File: src/hdl/abtf_pkg.sv
// ----------------------------------------------------------------------------
// abtf_pkg: shared definitions for the boundary tag allocator
// Field widths, heap constants, action and status codes, ALU controls and
// sequencer states.
// ----------------------------------------------------------------------------
package abtf_pkg;

	localparam int unsigned HEAP_BYTES_DEF  = 4096;
	localparam int unsigned TAG_BYTES       = 16;
	localparam int unsigned MIN_BLOCK_BYTES = 32;

	localparam int unsigned ACTION_W = 2;
	localparam int unsigned REQ_W    = 13;
	localparam int unsigned ADDR_W   = 12;
	localparam int unsigned STATUS_W = 2;

	typedef enum logic [ACTION_W-1:0] {
		ACT_ALLOC   = 2'd0,
		ACT_FREE    = 2'd1,
		ACT_REALLOC = 2'd2,
		ACT_NONE    = 2'd3
	} action_t;

	typedef enum logic [STATUS_W-1:0] {
		ST_ALLOCATED = 2'd0,
		ST_IGNORED   = 2'd1,
		ST_NO_MEMORY = 2'd2,
		ST_FREED     = 2'd3
	} status_t;

	// constant operand of the shared adder
	typedef enum logic [1:0] {
		K_ZERO,
		K_TAG,
		K_2TAG
	} kconst_t;

	typedef struct packed {
		logic    sub_b;
		logic    sub_k;
		kconst_t k_sel;
	} alu_op_t;

	typedef enum logic [4:0] {
		S_INIT0,
		S_INIT1,
		S_IDLE,
		S_F0,
		S_F1,
		S_F2,
		S_F3,
		S_F4,
		S_F5,
		S_F6,
		S_FEND,
		S_MK_H,
		S_MK_F,
		S_A0,
		S_A1,
		S_S0,
		S_S1,
		S_G0,
		S_G1,
		S_AD
	} state_t;

endpackage

File: src/hdl/abtf_alu.sv
// ----------------------------------------------------------------------------
// abtf_alu: shared offset adder
// Computes a +/- b +/- constant; the top bit of the result flags a negative.
// ----------------------------------------------------------------------------
module abtf_alu
	import abtf_pkg::*;
#(
	parameter int unsigned WW = 15
) (
	input  logic [WW-1:0] a,
	input  logic [WW-1:0] b,
	input  alu_op_t       op,
	output logic [WW:0]   res
);

	logic [WW:0] ax;
	logic [WW:0] bx;
	logic [WW:0] kx;
	logic [WW:0] bt;
	logic [WW:0] kt;

	always_comb begin
		ax = {1'b0, a};
		bx = {1'b0, b};
		unique case (op.k_sel)
			K_ZERO:  kx = '0;
			K_TAG:   kx = (WW+1)'(TAG_BYTES);
			K_2TAG:  kx = (WW+1)'(2 * TAG_BYTES);
			default: kx = '0;
		endcase
		bt  = op.sub_b ? (~bx + 1'b1) : bx;
		kt  = op.sub_k ? (~kx + 1'b1) : kx;
		res = ax + bt + kt;
	end

endmodule

File: config.mk
export PLATFORM = sky130hd
export DESIGN_NAME = abtf_alu
export DESIGN_NICKNAME = d
export VERILOG_FILES = /design/src/hdl/abtf_pkg.sv /design/src/hdl/abtf_alu.sv
export SDC_FILE = /design/constraint.sdc
export NUM_CORES = 1
export LEC_CHECK = 0
export BUFFER_PORTS_ARGS = -buffer_cell sky130_fd_sc_hd__buf_2
export CAP_MARGIN = 20
export CORE_MARGIN = 2
export CORE_UTILIZATION = 54
export DETAILED_ROUTE_END_ITERATION = 6
export PLACE_DENSITY = 0.86
export RECOVER_POWER = 50
export SYNTH_ARGS = -nofsm -noshare
export SYNTH_HDL_FRONTEND = slang
export SYNTH_SLANG_ARGS = --single-unit
File: constraint.sdc
create_clock -name vclk -period 3.9
set_input_delay 0.39 -clock vclk [all_inputs]
set_output_delay 0.39 -clock vclk [all_outputs]
set_load 0.03 [all_outputs]
==> results.txt <==
The data required time at the worst endpoint is roughly 3.5 ns. In the global route stage, overall resource usage came out at approximately 25%. In the routed design, unresolved DRC markers number 0. The number of DRC markers after the initial detailed-route iteration is 120. The antenna diode count came out at 0.

The global-route wire length before repair is between 6000 and 7000 um. The hold violation total from the final report is 0. At the end of routability-driven placement, the weighted congestion stood at 0.820.

In this run the count of I/O pins placed on the die edge is 50. STA classifies the critical path endpoint as a primary output. Of the total synthesized cell area, the portion taken by full adders, half adders and majority gates is about 35%.

Power spread over the standard cell area amounts to roughly 460 nW/um^2. The vertical extent of the die is between 50 and 60 um. The mean cell area of the mapped netlist came out at 7.55 sq um. From synthesis to final layout, the design area changed by 56.2%. The checks that failed: negative setup slack. Of the total synthesized cell area, the portion taken by XOR and XNOR cells is roughly 15%. STA puts the critical path data arrival time at roughly 3.7 ns. The die covers between 3000 and 4000 sq um. Summing the areas of all compound-gate instances in the mapped netlist gives 23.8% of the synthesized area. The largest incremental delay on the critical path came out at between 0.5 and 0.6 ns. The final period demand of the worst path is 4.06 ns. The largest net degree at the start of global routing came out at 17. The port buffer count is 50. The initial antenna violation count is 0. The simple-gate share of the synthesized area is between 10% and 20%. The remaining number of nets flagged by the antenna check after routing is 0. The number of detailed-route iterations in the first pass came out at 5.

Together, buffers and inverters on the worst path number 3. The half-perimeter wire length after placement came out at 3210 um. sky130_fd_sc_hd__inv_1 is the most common cell in the netlist. The final design instance area without fill came out at ~2200 sq um. Setup repair after global routing could not meet its margin everywhere. The total grt overflow came out at 0.

Sorting the synthesized cells by how often they occur yields sky130_fd_sc_hd__inv_1 (36), sky130_fd_sc_hd__ha_1 (21), sky130_fd_sc_hd__a21oi_1 (13), sky130_fd_sc_hd__xnor2_1 (13). The effective utilization at floorplan came out at 57.3%. By area the synthesized netlist is led by sky130_fd_sc_hd__ha_1 (19%), sky130_fd_sc_hd__fa_1 (17%), sky130_fd_sc_hd__inv_1 (9.5%).

On the critical path the largest part of the delay comes from compound AO/OA/AOI/OAI gates. The library cell with the largest summed area after synthesis is sky130_fd_sc_hd__ha_1. Prior to clock tree synthesis, the placed netlist has a worst setup slack of -0.187 ns. The post-route fraction of the period consumed by the critical path came out at 104%. The clock tree buffer count of the final layout is 0. The tool flagged a number of max-cap violations equal to 0. The via-per-instance ratio came out at 6.30. The clock network burns 0% of the power.

The net total in the final layout came out at ~330. The sequential share of power came out at 0%. The sequential fraction of the synthesis area came out at 0%. The count of non-filler cells in the finished layout came out at roughly 290. After floorplanning, the core was divided into 18 placement rows. After layout, the worst setup slack is -0.162 ns.

The area of placed instances is around 1900 sq um. The gate count of the mapped netlist is between 150 and 200. In this run the tightest slew margin relative to its limit is between 70% and 80%.

The number of warnings reported in the yosys synthesis log came out at 0. The share of post-route cells with drive strength above 1 came out at 43.5%. Summed over all layers, the routed wires come to ~6000 um. The leakage dissipation came out at 1.10 nW. The average wire length per cell after detail routing came out at just over 20 um. The floorplan step defined a core boundary enclosing ~2500 sq um.

The classification of the worst setup path is input pin to primary output. The actual transition at the worst max-transition pin is approximately 0.42 ns. The largest driver fanout on the critical path came out at 5. The fmax is 246 MHz. Across the VDD grid, the largest voltage drop is roughly 0.52 mV. The net count after synthesis is ~260. The signal on the critical path passes through clkbuf_4 > nor4_4 > nand4_1 > o41ai_2 > xor2_1 > fa_1 > inv_2 > ha_4 > a211oi_4 > nor3b_4 > a311oi_4 > o31ai_4 > xnor2_2 > buf_6. The number of pins exceeding their max-slew limit in the final report came out at 0. The slowest stage of the critical path belongs to the cell sky130_fd_sc_hd__fa_1.

The fraction of synthesized area in multiplexers came out at 0%. The number of distinct library cells after synthesis came out at 37. The via count of the first global-routing pass is ~1500. The final setup violation count is 4.

Net switching is approximately three fifths of the power. The tightest min-delay check is of the input pin to primary output type. Internal power comes to approximately 0.4 mW.

The synthesized area came out at around 1400 sq um. Summed over its instances, the top area cell type makes up 18.5% of the synthesized netlist area. The power spent charging and discharging nets came out at just over 0.6 mW.

By area, the combinational part of the netlist is dominated by adder cells. The share of total power dissipated in combinational logic is 100.0%. The final layout contains a sequential cell count of 0.

Once placement completed, the tool counted placed cells totaling around 290. The run finished, with violations left. The via count of the routed design came out at about 1800.

In the final layout, flip-flops and latches occupy 0 sq um. Power comes to 1.01 mW. The floorplan die width is between 50 and 60 um. STA classifies the critical path startpoint as an input pin.
cell usage in the layout, fill, tap and decap left out, types with 4 or more instances in the layout:
cell type,netlist,final
sky130_fd_sc_hd__buf_2,0,37
sky130_fd_sc_hd__inv_1,36,31
sky130_fd_sc_hd__buf_4,0,28
sky130_fd_sc_hd__ha_1,21,17
sky130_fd_sc_hd__xnor2_1,13,12
sky130_fd_sc_hd__fa_1,12,12
sky130_fd_sc_hd__nand2_1,11,10
sky130_fd_sc_hd__nor2_1,9,9
sky130_fd_sc_hd__xor2_1,12,9
sky130_fd_sc_hd__a21oi_1,13,8
sky130_fd_sc_hd__buf_6,0,7
sky130_fd_sc_hd__inv_2,0,5
sky130_fd_sc_hd__o21ai_0,9,5
sky130_fd_sc_hd__clkbuf_1,4,5
sky130_fd_sc_hd__a21oi_2,0,4
sky130_fd_sc_hd__a21o_1,4,4
sky130_fd_sc_hd__ha_4,0,4
logic make-up after synthesis:
group,after synthesis
AOI/OAI and AO/OA,50
xor gates and xnor gates,25
adders and majority gates,33
buffers and inverters,40
and+or+nand+nor,40
worst paths after layout:
check,to,depth (start not counted),slack (ns),from
worst min-delay path,res[0],3,1.27,a[0]
worst max-delay path,res[15],14,-0.16,b[5]
metal layers:
metal / wire length, um / global-route usage, % / vias up
li1: - / - / 789
met1: 2140 / 29.9 / 889
met2: 3060 / 46.6 / 130
met3: 436 / 1.17 / 32
met4: 317 / 6.62 / 0
met5: 0 / 0 / -
power by group through the flow:
stage	Sequential [mW]	Combinational [mW]	Clock, mW
detailed placement	0	0.793	0
global route	0	1.07	0
floorplan	0	0.559	0
finish	0	1.01	0
global placement	0	0.772	0
CTS	0	0.805	0
repair_timing:
action | in CTS | in global routing
resized for setup | 9 | 57
hold buffers | 0 | 0
endpoints found under the setup margin | 3 | 8
setup buffers | 0 | 5
pin swaps | 5 | 33
metrics by stage:
stage | util (%) | setup TNS, ns | hold slack (ns)
floorplan | - | 0 | 1.04
detailed placement | 75.9 | -0.313 | 1.16
finish | 89.5 | -0.479 | 1.27
global placement | 75.9 | -0.0416 | 1.15
CTS | 77.0 | -0.0650 | 1.16
global route | 89.5 | -1.30 | 1.29
cell type report:
| cell class | instances | area, sq um |
|---|---|---|
| fill | 115 | 259 |
| inverter | 36 | 135 |
| multi-input combinational | 148 | 1550 |
| tap | 30 | 37.5 |
| timing repair buffer | 78 | 500 |
Note: power is estimated with default switching activity, not from simulation.
