<file path="config.mk">
export PLATFORM = sky130hd
export DESIGN_NAME = abtf_ctrl
export DESIGN_NICKNAME = d
export VERILOG_FILES = /design/src/hdl/abtf_pkg.sv /design/src/hdl/abtf_ctrl.sv
export SDC_FILE = /design/constraint.sdc
export NUM_CORES = 1
export LEC_CHECK = 0
export ABC_AREA = 1
export BUFFER_PORTS_ARGS = -buffer_cell sky130_fd_sc_hd__buf_2
export CORE_ASPECT_RATIO = 0.7
export CORE_MARGIN = 2
export CORE_UTILIZATION = 54
export DETAILED_ROUTE_END_ITERATION = 12
export HOLD_SLACK_MARGIN = 0.05
export PLACE_DENSITY = 0.84
export REMOVE_ABC_BUFFERS = 1
export SLEW_MARGIN = 20
export SYNTH_ARGS = -nofsm -noshare
export SYNTH_HDL_FRONTEND = slang
export SYNTH_SLANG_ARGS = --single-unit
</file>
<file path="constraint.sdc">
create_clock -name clk -period 3.3 [get_ports clk]
set_input_delay 0.165 -clock clk [delete_from_list [all_inputs] [get_ports clk]]
set_output_delay 0.165 -clock clk [all_outputs]
set_load 0.05 [all_outputs]
</file>
<file path="src/hdl/abtf_pkg.sv">
// ----------------------------------------------------------------------------
// abtf_pkg: shared definitions for the boundary tag allocator
// Field widths, heap constants, action and status codes, ALU controls and
// sequencer states.
// ----------------------------------------------------------------------------
package abtf_pkg;

	localparam int unsigned HEAP_BYTES_DEF  = 4096;
	localparam int unsigned TAG_BYTES       = 16;
	localparam int unsigned MIN_BLOCK_BYTES = 32;

	localparam int unsigned ACTION_W = 2;
	localparam int unsigned REQ_W    = 13;
	localparam int unsigned ADDR_W   = 12;
	localparam int unsigned STATUS_W = 2;

	typedef enum logic [ACTION_W-1:0] {
		ACT_ALLOC   = 2'd0,
		ACT_FREE    = 2'd1,
		ACT_REALLOC = 2'd2,
		ACT_NONE    = 2'd3
	} action_t;

	typedef enum logic [STATUS_W-1:0] {
		ST_ALLOCATED = 2'd0,
		ST_IGNORED   = 2'd1,
		ST_NO_MEMORY = 2'd2,
		ST_FREED     = 2'd3
	} status_t;

	// constant operand of the shared adder
	typedef enum logic [1:0] {
		K_ZERO,
		K_TAG,
		K_2TAG
	} kconst_t;

	typedef struct packed {
		logic    sub_b;
		logic    sub_k;
		kconst_t k_sel;
	} alu_op_t;

	typedef enum logic [4:0] {
		S_INIT0,
		S_INIT1,
		S_IDLE,
		S_F0,
		S_F1,
		S_F2,
		S_F3,
		S_F4,
		S_F5,
		S_F6,
		S_FEND,
		S_MK_H,
		S_MK_F,
		S_A0,
		S_A1,
		S_S0,
		S_S1,
		S_G0,
		S_G1,
		S_AD
	} state_t;

endpackage

</file>
<file path="src/hdl/abtf_ctrl.sv">
// ----------------------------------------------------------------------------
// abtf_ctrl: allocator sequencer
// Walks the tag chain, merges on free, splits or grows on allocate, one
// adder operation and at most one tag access per step.
// ----------------------------------------------------------------------------
module abtf_ctrl
	import abtf_pkg::*;
#(
	parameter int unsigned HEAP_BYTES = HEAP_BYTES_DEF
) (
	input  logic                                  clk,
	input  logic                                  arst_n,
	input  logic                                  start,
	input  logic [ACTION_W-1:0]                   action,
	input  logic [REQ_W-1:0]                      request_size,
	input  logic                                  has_address,
	input  logic [ADDR_W-1:0]                     address_in,
	output logic                                  busy,
	output logic                                  done,
	output logic [STATUS_W-1:0]                   status,
	output logic [ADDR_W-1:0]                     address_out,
	output logic                                  mem_we,
	output logic [$clog2(HEAP_BYTES)-1:0]         mem_waddr,
	output logic [$clog2(HEAP_BYTES)+1:0]         mem_wdata,
	output logic [$clog2(HEAP_BYTES)-1:0]         mem_raddr,
	input  logic [$clog2(HEAP_BYTES)+1:0]         mem_rdata,
	output logic [(($clog2(HEAP_BYTES) > REQ_W) ? $clog2(HEAP_BYTES) : REQ_W)+1:0] alu_a,
	output logic [(($clog2(HEAP_BYTES) > REQ_W) ? $clog2(HEAP_BYTES) : REQ_W)+1:0] alu_b,
	output alu_op_t                               alu_op,
	input  logic [(($clog2(HEAP_BYTES) > REQ_W) ? $clog2(HEAP_BYTES) : REQ_W)+2:0] alu_res
);

	localparam int unsigned AW         = $clog2(HEAP_BYTES);
	localparam int unsigned SW         = AW + 1;
	localparam int unsigned BW         = AW + 1;
	localparam int unsigned WW         = ((AW > REQ_W) ? AW : REQ_W) + 2;
	localparam int unsigned WALK_LIMIT = HEAP_BYTES / (2 * TAG_BYTES) + 4;
	localparam int unsigned CW         = $clog2(WALK_LIMIT);

	state_t          state_q, state_d;
	state_t          ret_q, ret_d;
	logic            done_q, done_d;
	logic            pend_q, pend_d;
	logic [BW-1:0]   brk_q, brk_d;
	logic [BW-1:0]   tail_q, tail_d;

	status_t         status_q, status_d;
	logic [ADDR_W-1:0] aout_q, aout_d;
	logic [REQ_W-1:0] need_q, need_d;
	logic [WW-1:0]   addr_q, addr_d;
	logic [WW-1:0]   cur_q, cur_d;
	logic [SW-1:0]   csize_q, csize_d;
	logic [WW-1:0]   nxt_q, nxt_d;
	logic [WW-1:0]   prv_q, prv_d;
	logic [SW-1:0]   psize_q, psize_d;
	logic            pfree_q, pfree_d;
	logic [WW-1:0]   sum_q, sum_d;
	logic [WW-1:0]   mb_q, mb_d;
	logic [SW-1:0]   ms_q, ms_d;
	logic            mf_q, mf_d;
	logic [WW-1:0]   mfoot_q, mfoot_d;
	logic [WW-1:0]   blk_q, blk_d;
	logic [SW-1:0]   old_q, old_d;
	logic [SW-1:0]   rem_q, rem_d;
	logic [WW-1:0]   newbrk_q, newbrk_d;
	logic [CW-1:0]   cnt_q, cnt_d;
	logic            rd_oob_q;

	logic [WW-1:0]   rd_addr;
	logic            wr_en;
	logic [WW-1:0]   wr_addr;
	logic [SW-1:0]   wr_size;
	logic            wr_free;

	logic [SW-1:0]   tag_sz;
	logic            tag_fr;
	logic [WW-1:0]   tag_sz_w;
	logic [WW-1:0]   need_w;
	logic [WW-1:0]   tail_w;
	logic [WW-1:0]   res_w;
	logic            res_neg;
	logic [WW-1:0]   next_w;

	assign tag_sz   = rd_oob_q ? '0 : mem_rdata[SW-1:0];
	assign tag_fr   = rd_oob_q ? 1'b0 : mem_rdata[SW];
	assign tag_sz_w = {{(WW-SW){1'b0}}, tag_sz};
	assign need_w   = {{(WW-REQ_W){1'b0}}, need_q};
	assign tail_w   = {{(WW-BW){1'b0}}, tail_q};
	assign res_w    = alu_res[WW-1:0];
	assign res_neg  = alu_res[WW];
	assign next_w   = (cur_q == '0) ? WW'(TAG_BYTES) : res_w;

	assign mem_we    = wr_en && (wr_addr < WW'(HEAP_BYTES));
	assign mem_waddr = wr_addr[AW-1:0];
	assign mem_wdata = {wr_free, wr_size};
	assign mem_raddr = rd_addr[AW-1:0];

	assign busy        = (state_q != S_IDLE);
	assign done        = done_q;
	assign status      = status_q;
	assign address_out = aout_q;

	always_ff @(posedge clk or negedge arst_n) begin
		if (!arst_n) begin
			state_q <= S_INIT0;
			ret_q   <= S_IDLE;
			done_q  <= 1'b0;
			pend_q  <= 1'b0;
			brk_q   <= BW'(2 * TAG_BYTES);
			tail_q  <= BW'(TAG_BYTES);
		end else begin
			state_q <= state_d;
			ret_q   <= ret_d;
			done_q  <= done_d;
			pend_q  <= pend_d;
			brk_q   <= brk_d;
			tail_q  <= tail_d;
		end
	end

	always_ff @(posedge clk) begin
		status_q <= status_d;
		aout_q   <= aout_d;
		need_q   <= need_d;
		addr_q   <= addr_d;
		cur_q    <= cur_d;
		csize_q  <= csize_d;
		nxt_q    <= nxt_d;
		prv_q    <= prv_d;
		psize_q  <= psize_d;
		pfree_q  <= pfree_d;
		sum_q    <= sum_d;
		mb_q     <= mb_d;
		ms_q     <= ms_d;
		mf_q     <= mf_d;
		mfoot_q  <= mfoot_d;
		blk_q    <= blk_d;
		old_q    <= old_d;
		rem_q    <= rem_d;
		newbrk_q <= newbrk_d;
		cnt_q    <= cnt_d;
		rd_oob_q <= (rd_addr >= WW'(HEAP_BYTES));
	end

	always_comb begin
		state_d  = state_q;
		ret_d    = ret_q;
		done_d   = 1'b0;
		pend_d   = pend_q;
		brk_d    = brk_q;
		tail_d   = tail_q;
		status_d = status_q;
		aout_d   = aout_q;
		need_d   = need_q;
		addr_d   = addr_q;
		cur_d    = cur_q;
		csize_d  = csize_q;
		nxt_d    = nxt_q;
		prv_d    = prv_q;
		psize_d  = psize_q;
		pfree_d  = pfree_q;
		sum_d    = sum_q;
		mb_d     = mb_q;
		ms_d     = ms_q;
		mf_d     = mf_q;
		mfoot_d  = mfoot_q;
		blk_d    = blk_q;
		old_d    = old_q;
		rem_d    = rem_q;
		newbrk_d = newbrk_q;
		cnt_d    = cnt_q;
		rd_addr  = '0;
		wr_en    = 1'b0;
		wr_addr  = '0;
		wr_size  = '0;
		wr_free  = 1'b0;
		alu_a    = '0;
		alu_b    = '0;
		alu_op   = '{sub_b: 1'b0, sub_k: 1'b0, k_sel: K_ZERO};

		unique case (state_q)
			S_INIT0: begin
				wr_en   = 1'b1;
				wr_addr = '0;
				state_d = S_INIT1;
			end
			S_INIT1: begin
				wr_en   = 1'b1;
				wr_addr = WW'(TAG_BYTES);
				state_d = S_IDLE;
			end
			S_IDLE: begin
				if (start) begin
					addr_d = {{(WW-ADDR_W){1'b0}}, address_in};
					need_d = (request_size < REQ_W'(MIN_BLOCK_BYTES)) ?
						REQ_W'(MIN_BLOCK_BYTES) : request_size;
					aout_d = '0;
					unique case (action_t'(action))
						ACT_FREE: begin
							pend_d = 1'b0;
							if (has_address) begin
								state_d = S_F0;
							end else begin
								done_d   = 1'b1;
								status_d = ST_FREED;
							end
						end
						ACT_ALLOC, ACT_REALLOC: begin
							if (request_size == '0) begin
								done_d   = 1'b1;
								status_d = ST_IGNORED;
							end else begin
								pend_d  = 1'b1;
								state_d = (action_t'(action) == ACT_REALLOC && has_address) ?
									S_F0 : S_A0;
							end
						end
						default: begin
							done_d   = 1'b1;
							status_d = ST_IGNORED;
						end
					endcase
				end
			end
			// free: locate block, its neighbors, then merge
			S_F0: begin
				alu_a  = addr_q;
				alu_op = '{sub_b: 1'b0, sub_k: 1'b1, k_sel: K_TAG};
				if (addr_q < WW'(2 * TAG_BYTES)) begin
					state_d = S_FEND;
				end else begin
					cur_d   = res_w;
					rd_addr = res_w;
					state_d = S_F1;
				end
			end
			S_F1: begin
				alu_a   = cur_q;
				alu_b   = tag_sz_w;
				alu_op  = '{sub_b: 1'b0, sub_k: 1'b0, k_sel: K_2TAG};
				csize_d = tag_sz;
				nxt_d   = res_w;
				state_d = (res_w > tail_w) ? S_FEND : S_F2;
			end
			S_F2: begin
				alu_a   = cur_q;
				alu_op  = '{sub_b: 1'b0, sub_k: 1'b1, k_sel: K_TAG};
				rd_addr = res_w;
				state_d = S_F3;
			end
			S_F3: begin
				alu_a   = cur_q;
				alu_b   = tag_sz_w;
				alu_op  = '{sub_b: 1'b1, sub_k: 1'b1, k_sel: K_2TAG};
				psize_d = tag_sz;
				if (tag_sz != '0 && !res_neg) begin
					prv_d   = res_w;
					rd_addr = res_w;
					state_d = S_F4;
				end else begin
					pfree_d = 1'b0;
					rd_addr = nxt_q;
					state_d = S_F5;
				end
			end
			S_F4: begin
				pfree_d = tag_fr;
				psize_d = tag_sz;
				rd_addr = nxt_q;
				state_d = S_F5;
			end
			S_F5: begin
				alu_a   = {{(WW-SW){1'b0}}, csize_q};
				alu_b   = tag_fr ? tag_sz_w : '0;
				alu_op  = '{sub_b: 1'b0, sub_k: 1'b0, k_sel: (tag_fr ? K_2TAG : K_ZERO)};
				sum_d   = res_w;
				state_d = S_F6;
			end
			S_F6: begin
				alu_a   = sum_q;
				alu_b   = pfree_q ? {{(WW-SW){1'b0}}, psize_q} : '0;
				alu_op  = '{sub_b: 1'b0, sub_k: 1'b0, k_sel: (pfree_q ? K_2TAG : K_ZERO)};
				mb_d    = pfree_q ? prv_q : cur_q;
				ms_d    = res_w[SW-1:0];
				mf_d    = 1'b1;
				ret_d   = S_FEND;
				state_d = S_MK_H;
			end
			S_FEND: begin
				if (pend_q) begin
					state_d = S_A0;
				end else begin
					done_d   = 1'b1;
					status_d = ST_FREED;
					aout_d   = '0;
					state_d  = S_IDLE;
				end
			end
			// write header and footer of one block
			S_MK_H: begin
				wr_en   = 1'b1;
				wr_addr = mb_q;
				wr_size = ms_q;
				wr_free = mf_q;
				alu_a   = mb_q;
				alu_b   = {{(WW-SW){1'b0}}, ms_q};
				alu_op  = '{sub_b: 1'b0, sub_k: 1'b0, k_sel: K_TAG};
				mfoot_d = res_w;
				state_d = S_MK_F;
			end
			S_MK_F: begin
				wr_en   = 1'b1;
				wr_addr = mfoot_q;
				wr_size = ms_q;
				wr_free = mf_q;
				state_d = ret_q;
			end
			// allocate: first-fit walk from the head fence
			S_A0: begin
				cur_d   = '0;
				cnt_d   = '0;
				rd_addr = '0;
				state_d = S_A1;
			end
			S_A1: begin
				alu_a  = cur_q;
				alu_b  = tag_sz_w;
				alu_op = '{sub_b: 1'b0, sub_k: 1'b0, k_sel: K_2TAG};
				priority if (tag_fr && tag_sz_w >= need_w) begin
					blk_d   = cur_q;
					old_d   = tag_sz;
					state_d = S_S0;
				end else if (cur_q == tail_w) begin
					state_d = S_G0;
				end else if (next_w > tail_w) begin
					state_d = S_G0;
				end else if (cnt_q == CW'(WALK_LIMIT - 1)) begin
					state_d = S_G0;
				end else begin
					cur_d   = next_w;
					cnt_d   = cnt_q + 1'b1;
					rd_addr = next_w;
				end
			end
			S_S0: begin
				alu_a  = {{(WW-SW){1'b0}}, old_q};
				alu_b  = need_w;
				alu_op = '{sub_b: 1'b1, sub_k: 1'b1, k_sel: K_2TAG};
				mb_d   = blk_q;
				mf_d   = 1'b0;
				if (!res_neg && res_w > WW'(MIN_BLOCK_BYTES)) begin
					ms_d  = need_w[SW-1:0];
					rem_d = res_w[SW-1:0];
					ret_d = S_S1;
				end else begin
					ms_d  = old_q;
					ret_d = S_AD;
				end
				state_d = S_MK_H;
			end
			S_S1: begin
				alu_a   = blk_q;
				alu_b   = need_w;
				alu_op  = '{sub_b: 1'b0, sub_k: 1'b0, k_sel: K_2TAG};
				mb_d    = res_w;
				ms_d    = rem_q;
				mf_d    = 1'b1;
				ret_d   = S_AD;
				state_d = S_MK_H;
			end
			// grow the heap past the tail fence
			S_G0: begin
				alu_a    = {{(WW-BW){1'b0}}, brk_q};
				alu_b    = need_w;
				alu_op   = '{sub_b: 1'b0, sub_k: 1'b0, k_sel: K_2TAG};
				newbrk_d = res_w;
				if (res_w > WW'(HEAP_BYTES)) begin
					done_d   = 1'b1;
					status_d = ST_NO_MEMORY;
					aout_d   = '0;
					state_d  = S_IDLE;
				end else begin
					mb_d    = tail_w;
					blk_d   = tail_w;
					ms_d    = need_w[SW-1:0];
					mf_d    = 1'b0;
					ret_d   = S_G1;
					state_d = S_MK_H;
				end
			end
			S_G1: begin
				alu_a   = newbrk_q;
				alu_op  = '{sub_b: 1'b0, sub_k: 1'b1, k_sel: K_TAG};
				wr_en   = 1'b1;
				wr_addr = res_w;
				brk_d   = newbrk_q[BW-1:0];
				tail_d  = res_w[BW-1:0];
				state_d = S_AD;
			end
			S_AD: begin
				alu_a    = blk_q;
				alu_op   = '{sub_b: 1'b0, sub_k: 1'b0, k_sel: K_TAG};
				done_d   = 1'b1;
				status_d = ST_ALLOCATED;
				aout_d   = res_w[ADDR_W-1:0];
				state_d  = S_IDLE;
			end
			default: begin
				state_d = S_IDLE;
			end
		endcase
	end

	a_done_in_idle: assert property (@(posedge clk) disable iff (!arst_n)
		done_q |-> state_q == S_IDLE)
		else $error("result strobe outside idle");

	a_tail_tracks_break: assert property (@(posedge clk) disable iff (!arst_n)
		brk_q == tail_q + BW'(TAG_BYTES))
		else $error("tail fence out of step with heap break");

	a_break_in_heap: assert property (@(posedge clk) disable iff (!arst_n)
		brk_q <= BW'(HEAP_BYTES))
		else $error("heap break beyond heap");

	a_write_when_busy: assert property (@(posedge clk) disable iff (!arst_n)
		mem_we |-> state_q != S_IDLE)
		else $error("tag write while idle");

	a_addr_zero_on_fail: assert property (@(posedge clk) disable iff (!arst_n)
		(done_q && status_q != ST_ALLOCATED) |-> aout_q == '0)
		else $error("nonzero address without allocation");

endmodule

</file>
==> out/qor.csv, run 1 <==
metric;value;unit
Clock Tree Root;clkbuf_16;
Synth area leaders;edfxtp_1, nand2_1, dfrtp_1;
sum of negative setup slack;-3603;ps
worst slew pin tran;1218;ps
final core occ;0.6799;
clk buf depth;3;
initial antenna violation count;0;
DP Cell Count;1878;
type of origin of the critical path;register;
Filler Cells Inserted;1843;
Period Utilization, post-route;1.104;
P_leak;7.436;nW
Site Rows;48;
Post-synth ARST share;0.1360;
final cell count without fillers;2009;
final setup margin;-341.6;ps
clock latency at the later pin of the worst-skew pair;570;ps
Placeable Area;24860;um2
synthesis-to-finish area growth;22.48;%
final RePlAce weighted congestion;0.9890;
global route overflow;0;
WL final;48.32;mm
CP top delay family;simple AND/OR/NAND/NOR gates;
fin nets;1762;
WP data required;3130;ps
post-synth cell types;55;
largest net degree at the start of global routing;44;
RSZ-0062 raised after global routing;yes;
clk sinks;272;
critical path's slowest cell;edfxtp_1;
first-pass GRT wire length;70.39;mm
Mean Syn Cell Area;9.789;um2
register bit total from synthesis;272;
worst path bufs/invs;4;
maxcap violations;0;
I/O Buffers;147;
Worst EP arrival;3480;ps
synth warn;0;
# diodes;0;
1st-pass router iterations;6;
Die Width;195.1;um
Max-slew headroom;0.1881;
Initial Utilization;0.5551;
GRT Total Usage;0.3541;
PwrDens;872.2;nW/um2
htree depth;1;
cts bufs inserted;28;
Yosys top cell area share;0.5091;
mean routed wirelength per cell;24.05;um
DIE AREA;26870;um2
area leader, netlist;edfxtp_1;
Vias/cell;6.306;
Clock Pin Slew Worst Setup and Hold Paths;70;ps
skew final;22.42;ps
post-synthesis sequential area ratio;0.5779;
Final setup viols;12;
Peak Freq;274.6;MHz
synthesized cell area;13800;um2
failing checks;negative setup slack;
largest fanout on the critical path;6;
Final min period;3642;ps
hpwl dp;32.78;mm
Post-synth EDFFs;234;
reg2reg setup slack;0;ps
vias in the first global route;11920;
Total Power;14.74;mW
CP peak stage delay;350;ps
Final Hold Viols;0;
Setup WS pre-CTS;117.9;ps
Critical Path End Type;primary output;
critical path cell sequence;inv_1, nand2_1, nor2_2, nand2_2, clkinvlp_4, nor2_1, inv_1, ha_1, nand4_1, nor4_2, nand2_2, nand2_8, nand4_1, nand2_1, buf_6;
DR vias;12670;
Starting DRT DRC Count;2159;
total DRC errors in the routed layout;0;
Slew Viols, Final;0;
DIE HEIGHT;137.8;um
Syn Inst Count;1410;
CTS tree;done;
layout cells sized above 1;0.2096;
outcome;complete, but fails checks;
Primary FF master, synth;edfxtp_1;
ANT nets after route;0;
Crit Path Class;reg -> out;
I/O pins;150;
Peak VDD IR;591.0;uV
Hold Path Class;in -> reg;
-- per-stage QoR --
stage	hold slack [ps]	area, um2
after floorplan	-130.6	13510
after CTS	60.30	16720
after detailed placement	291.6	15060
after global routing	71.74	16910
final	84.18	16910
after global placement	285.5	15060
-- repair_timing --
item | 4_1_cts | 5_1_grt
setup endpoints to repair | 12 | 26
hold buffers | 50 | 0
endpoints found under the hold margin | 162 | 0
cloned | 2 | 0
gates resized for setup | 28 | 31
pin swaps | 14 | 18
buffers inserted | 21 | 6
-- cell type report --
type                    count  area (um2)  share of cell area
multi-input cells         882        4897              0.2897
repair buffers            274        1934              0.1144
well taps                 325       406.6             0.02405
clock inverters            13       147.6            0.008734
repair inverters            1       7.507           0.0004441
inverters                 203       768.2             0.04544
clock buffers              39       762.0             0.04507
flip-flops and latches    272        7981              0.4721
-- cell usage in the layout, fill, tap and decap left out, drive strengths merged, types with 15 or more instances in the layout --
cell type / n
inv: 203
nor3: 22
ha: 39
dlygate4sd3: 50
nand2: 326
o21ai: 82
nor2: 156
clkbuf: 39
edfxtp: 234
a221oi: 27
nand4: 37
buf: 224
o2111ai: 15
o211ai: 21
dfrtp: 34
a21oi: 34
nand3: 55
-- logic make-up after synthesis --
kind of cell	share of synthesized area
simple gates	0.1948
flops	0.5779
buf+inv	0.07715
compound gates	0.1107
fa+ha+maj	0.03536
xor+xnor	0.003807
other cells	0.0002717
-- synth_stat cells, drive strengths merged (10+ instances only) --
cell and count:
nand3 55, nand2 325, clkbuf 24, edfxtp 234, dfrtp 34, buf 31
o2111ai 15, ha 39, inv 202, a221oi 27, a32oi 13, nor2 156
nand4 37, nor3 22, o211ai 21, a21oi 34, o21ai 82, nor4 10
-- per-layer routing --
metal  vias up  share of wire  GRT usage
met5         -              0          0
met2      1151           0.43     0.5393
met1      5938           0.37     0.4894
met3       191           0.15     0.1016
met4         0          0.042     0.1238
li1       5388              -          -
-- worst paths after layout --
check	from	endpoint	cells after the start
max in group asynchronous	arst_n	brk_q[5]$_DFFE_PN1N_	3
max	cur_q[14]$_DFFE_PP_	mem_raddr[6]	15
min in group asynchronous	arst_n	brk_q[2]$_DFFE_PN0N_	2
min reg2reg	newbrk_q[4]$_DFFE_PP_	brk_q[4]$_DFFE_PN0N_	2
max reg2reg	cur_q[14]$_DFFE_PP_	cur_q[0]$_DFFE_PP_	19
min	mem_rdata[0]	old_q[0]$_DFFE_PP_	3
-- flip-flops by register name (all words and copies together), names as in the netlist, 15 cells and up --
name,flops
mfoot_q,15
newbrk_q,15
mb_q,15
cur_q,15
nxt_q,15
sum_q,15
prv_q,15
blk_q,15
-- report_power, final --
part / internal [mW] / total, mW / switching, mW
Combinational: 1.73 / 6.53 / 4.80
Clock: 1.79 / 3.20 / 1.41
Sequential: 4.61 / 5.02 / 0.406
-- worst register-to-register path: cells and delay by family (launching register included) --
family,cells,cell delay (ps)
flip-flops,1,350
AND/OR/NAND/NOR,13,1650
adder cells (fa/ha/maj),1,300
buffers and inverters,5,690
(Power assumes the default switching activity.)
==> inputs of run 2 (changes only) <==
--- a/config.mk
+++ b/config.mk
@@ -14,6 +14,7 @@
 export HOLD_SLACK_MARGIN = 0.05
 export PLACE_DENSITY = 0.84
 export REMOVE_ABC_BUFFERS = 1
+export SKIP_CTS_REPAIR_TIMING = 1
 export SLEW_MARGIN = 20
 export SYNTH_ARGS = -nofsm -noshare
 export SYNTH_HDL_FRONTEND = slang
==> out/qor.csv, run 2 (same netlist as run 1, synthesis figures left out) <==
metric;value;unit;change
outcome;complete, but fails checks;;
failing checks;negative setup slack;;
fin nets;1755;;-0.40%
crit path from;cur_q[0]$_DFFE_PP_;;
final setup margin;-279.3;ps;+62.30 ps
worst slew pin tran;1039;ps;-178.8 ps
maxcap violations;0;;unchanged
DIE AREA;26870;um2;unchanged
commonest non-fill, non-tap cell in the layout;nand2_1;;
hpwl dp;32.78;mm;unchanged
Starting DRT DRC Count;2043;;-5.4%
Hold Path Class;in -> reg;;
Worst EP arrival;3410;ps;-70 ps
skew final;25.45;ps;+3.030 ps
CTS tree;done;;
PwrDens;873.8;nW/um2;+0.19%
clk sinks;272;;unchanged
largest net degree at the start of global routing;44;;unchanged
1st-pass router iterations;7;;+1
DIE HEIGHT;137.8;um;unchanged
WL final;47.56;mm;-1.6%
clock latency at the later pin of the worst-skew pair;570;ps;about the same
Period Utilization, post-route;1.085;;-0.01888
Placeable Area;24860;um2;unchanged
Vias/cell;6.253;;-0.84%
Crit Path Class;reg -> out;;
Critical Path End Type;primary output;;
Setup WS pre-CTS;117.9;ps;unchanged
reg2reg setup slack;230;ps;+230 ps
crit path to;mem_raddr[10];;
Worst R2R End;cur_q[0]$_DFFE_PP_;;
vias in the first global route;11210;;-6.0%
DP Cell Count;1878;;unchanged
cts bufs inserted;28;;unchanged
FF-to-FF Start;cur_q[0]$_DFFE_PP_;;
GRT Total Usage;0.3391;;-0.01495
synthesis-to-finish area growth;21.97;%;
sum of negative setup slack;-2753;ps;+850.3 ps
P_leak;7.397;nW;-0.52%
largest fanout on the critical path;7;;+1
type of origin of the critical path;register;;
Peak Freq;279.4;MHz;+1.7%
I/O pins;150;;unchanged
Min Hold Slack;24.15;ps;-60.03 ps
mean routed wirelength per cell;23.76;um;-1.2%
# diodes;0;;unchanged
Clock Pin Slew Worst Setup and Hold Paths;80;ps;about the same
Initial Utilization;0.5551;;unchanged
Final setup viols;12;;unchanged
htree depth;1;;unchanged
initial antenna violation count;1;;+1
global route overflow;0;;unchanged
Die Width;195.1;um;unchanged
WP data required;3130;ps;about the same
Clock Tree Root;clkbuf_16;;
Peak VDD IR;590.7;uV;about the same
layout cells sized above 1;0.2075;;-0.002107
ANT nets after route;0;;unchanged
Final min period;3579;ps;-62.30 ps
clk buf depth;3;;unchanged
total DRC errors in the routed layout;0;;unchanged
Slew Viols, Final;0;;unchanged
I/O Buffers;147;;unchanged
final cell count without fillers;2002;;-0.35%
highest-count cells in the layout ignoring fill and taps;nand2_1, edfxtp_1, inv_1;;
final RePlAce weighted congestion;0.9890;;unchanged
DR vias;12520;;-1.2%
Site Rows;48;;unchanged
Final Hold Viols;0;;unchanged
first-pass GRT wire length;67.45;mm;-4.2%
RSZ-0062 raised after global routing;yes;;
Reg2Reg Depth;19;;unchanged
Max-slew headroom;0.3073;;+0.1192
==> run 2: changes by cell type in the layout (fill, tap and decap cells not counted), sizes merged <==
cell / before / now
dlygate4sd3: 50 / 46
buf: 224 / 222
nand2: 326 / 325
==> run 2: cell type report <==
class,count,area (um2)
fillers,1860,8030
flip-flops and latches,272,7981
multi-input cells,881,4865
repair buffers,268,1896
inverters,203,768.2
clock buffers,39,762.0
well taps,325,406.6
clock inverters,13,147.6
repair inverters,1,7.507
==> run 2: worst max-delay path, stage by stage, from the launching register on <==
cell and delay (ps):
edfxtp_1 450, nor2_2 160, nand2_2 70, nor2_2 120, nand2_2 110, clkinvlp_4 180, buf_6 130, nor2_4 30
inv_2 70, ha_4 190, a21oi_2 130, nor2_1 50, a211oi_1 220, nand3_1 120, nand2_1 90, nand2_2 80
nand2_4 90, buf_6 140, nand4_1 100, nand2_1 140, buf_6 170
==> run 2: where the power goes <==
part           total (mW)  switching (mW)  internal [mW]
Clock                3.20            1.41           1.79
Combinational        6.47            4.76           1.71
Sequential           5.04           0.423           4.62
Total                14.7            6.59           8.11
==> run 2: worst min-delay path by stage <==
stage,startpoint,to,cells past startpoint
2_1_floorplan,arst_n,brk_q[0]$_DFFE_PN0N_,0
4_1_cts,arst_n,tail_q[5]$_DFFE_PN0N_,1
3_3_place_gp,arst_n,pend_q$_DFFE_PN0P_,1
3_5_place_dp,arst_n,pend_q$_DFFE_PN0P_,1
6_report,action[1],done$_DFF_PN0_,4
5_1_grt,mem_rdata[8],psize_q[8]$_DFFE_PP_,3
==> run 2: through the flow <==
| step | power (mW) | area (um2) | util |
|---|---|---|---|
| 3_5_place_dp | 10.99 | 15060 | 0.6058 |
| 5_1_grt | 15.24 | 16830 | 0.6770 |
| 3_3_place_gp | 10.89 | 15060 | 0.6058 |
| 6_report | 14.71 | 16830 | 0.6770 |
| 4_1_cts | 14.15 | 15970 | 0.6424 |
| 2_1_floorplan | 9.066 | 13510 | - |
==> run 2: routing by layer <==
metal	routed length, um	GRT usage	vias up
met4	1926	0.1179	0
li1	-	-	5374
met3	7028	0.09058	161
met5	0	0	-
met1	18130	0.4865	5883
met2	20480	0.5006	1100
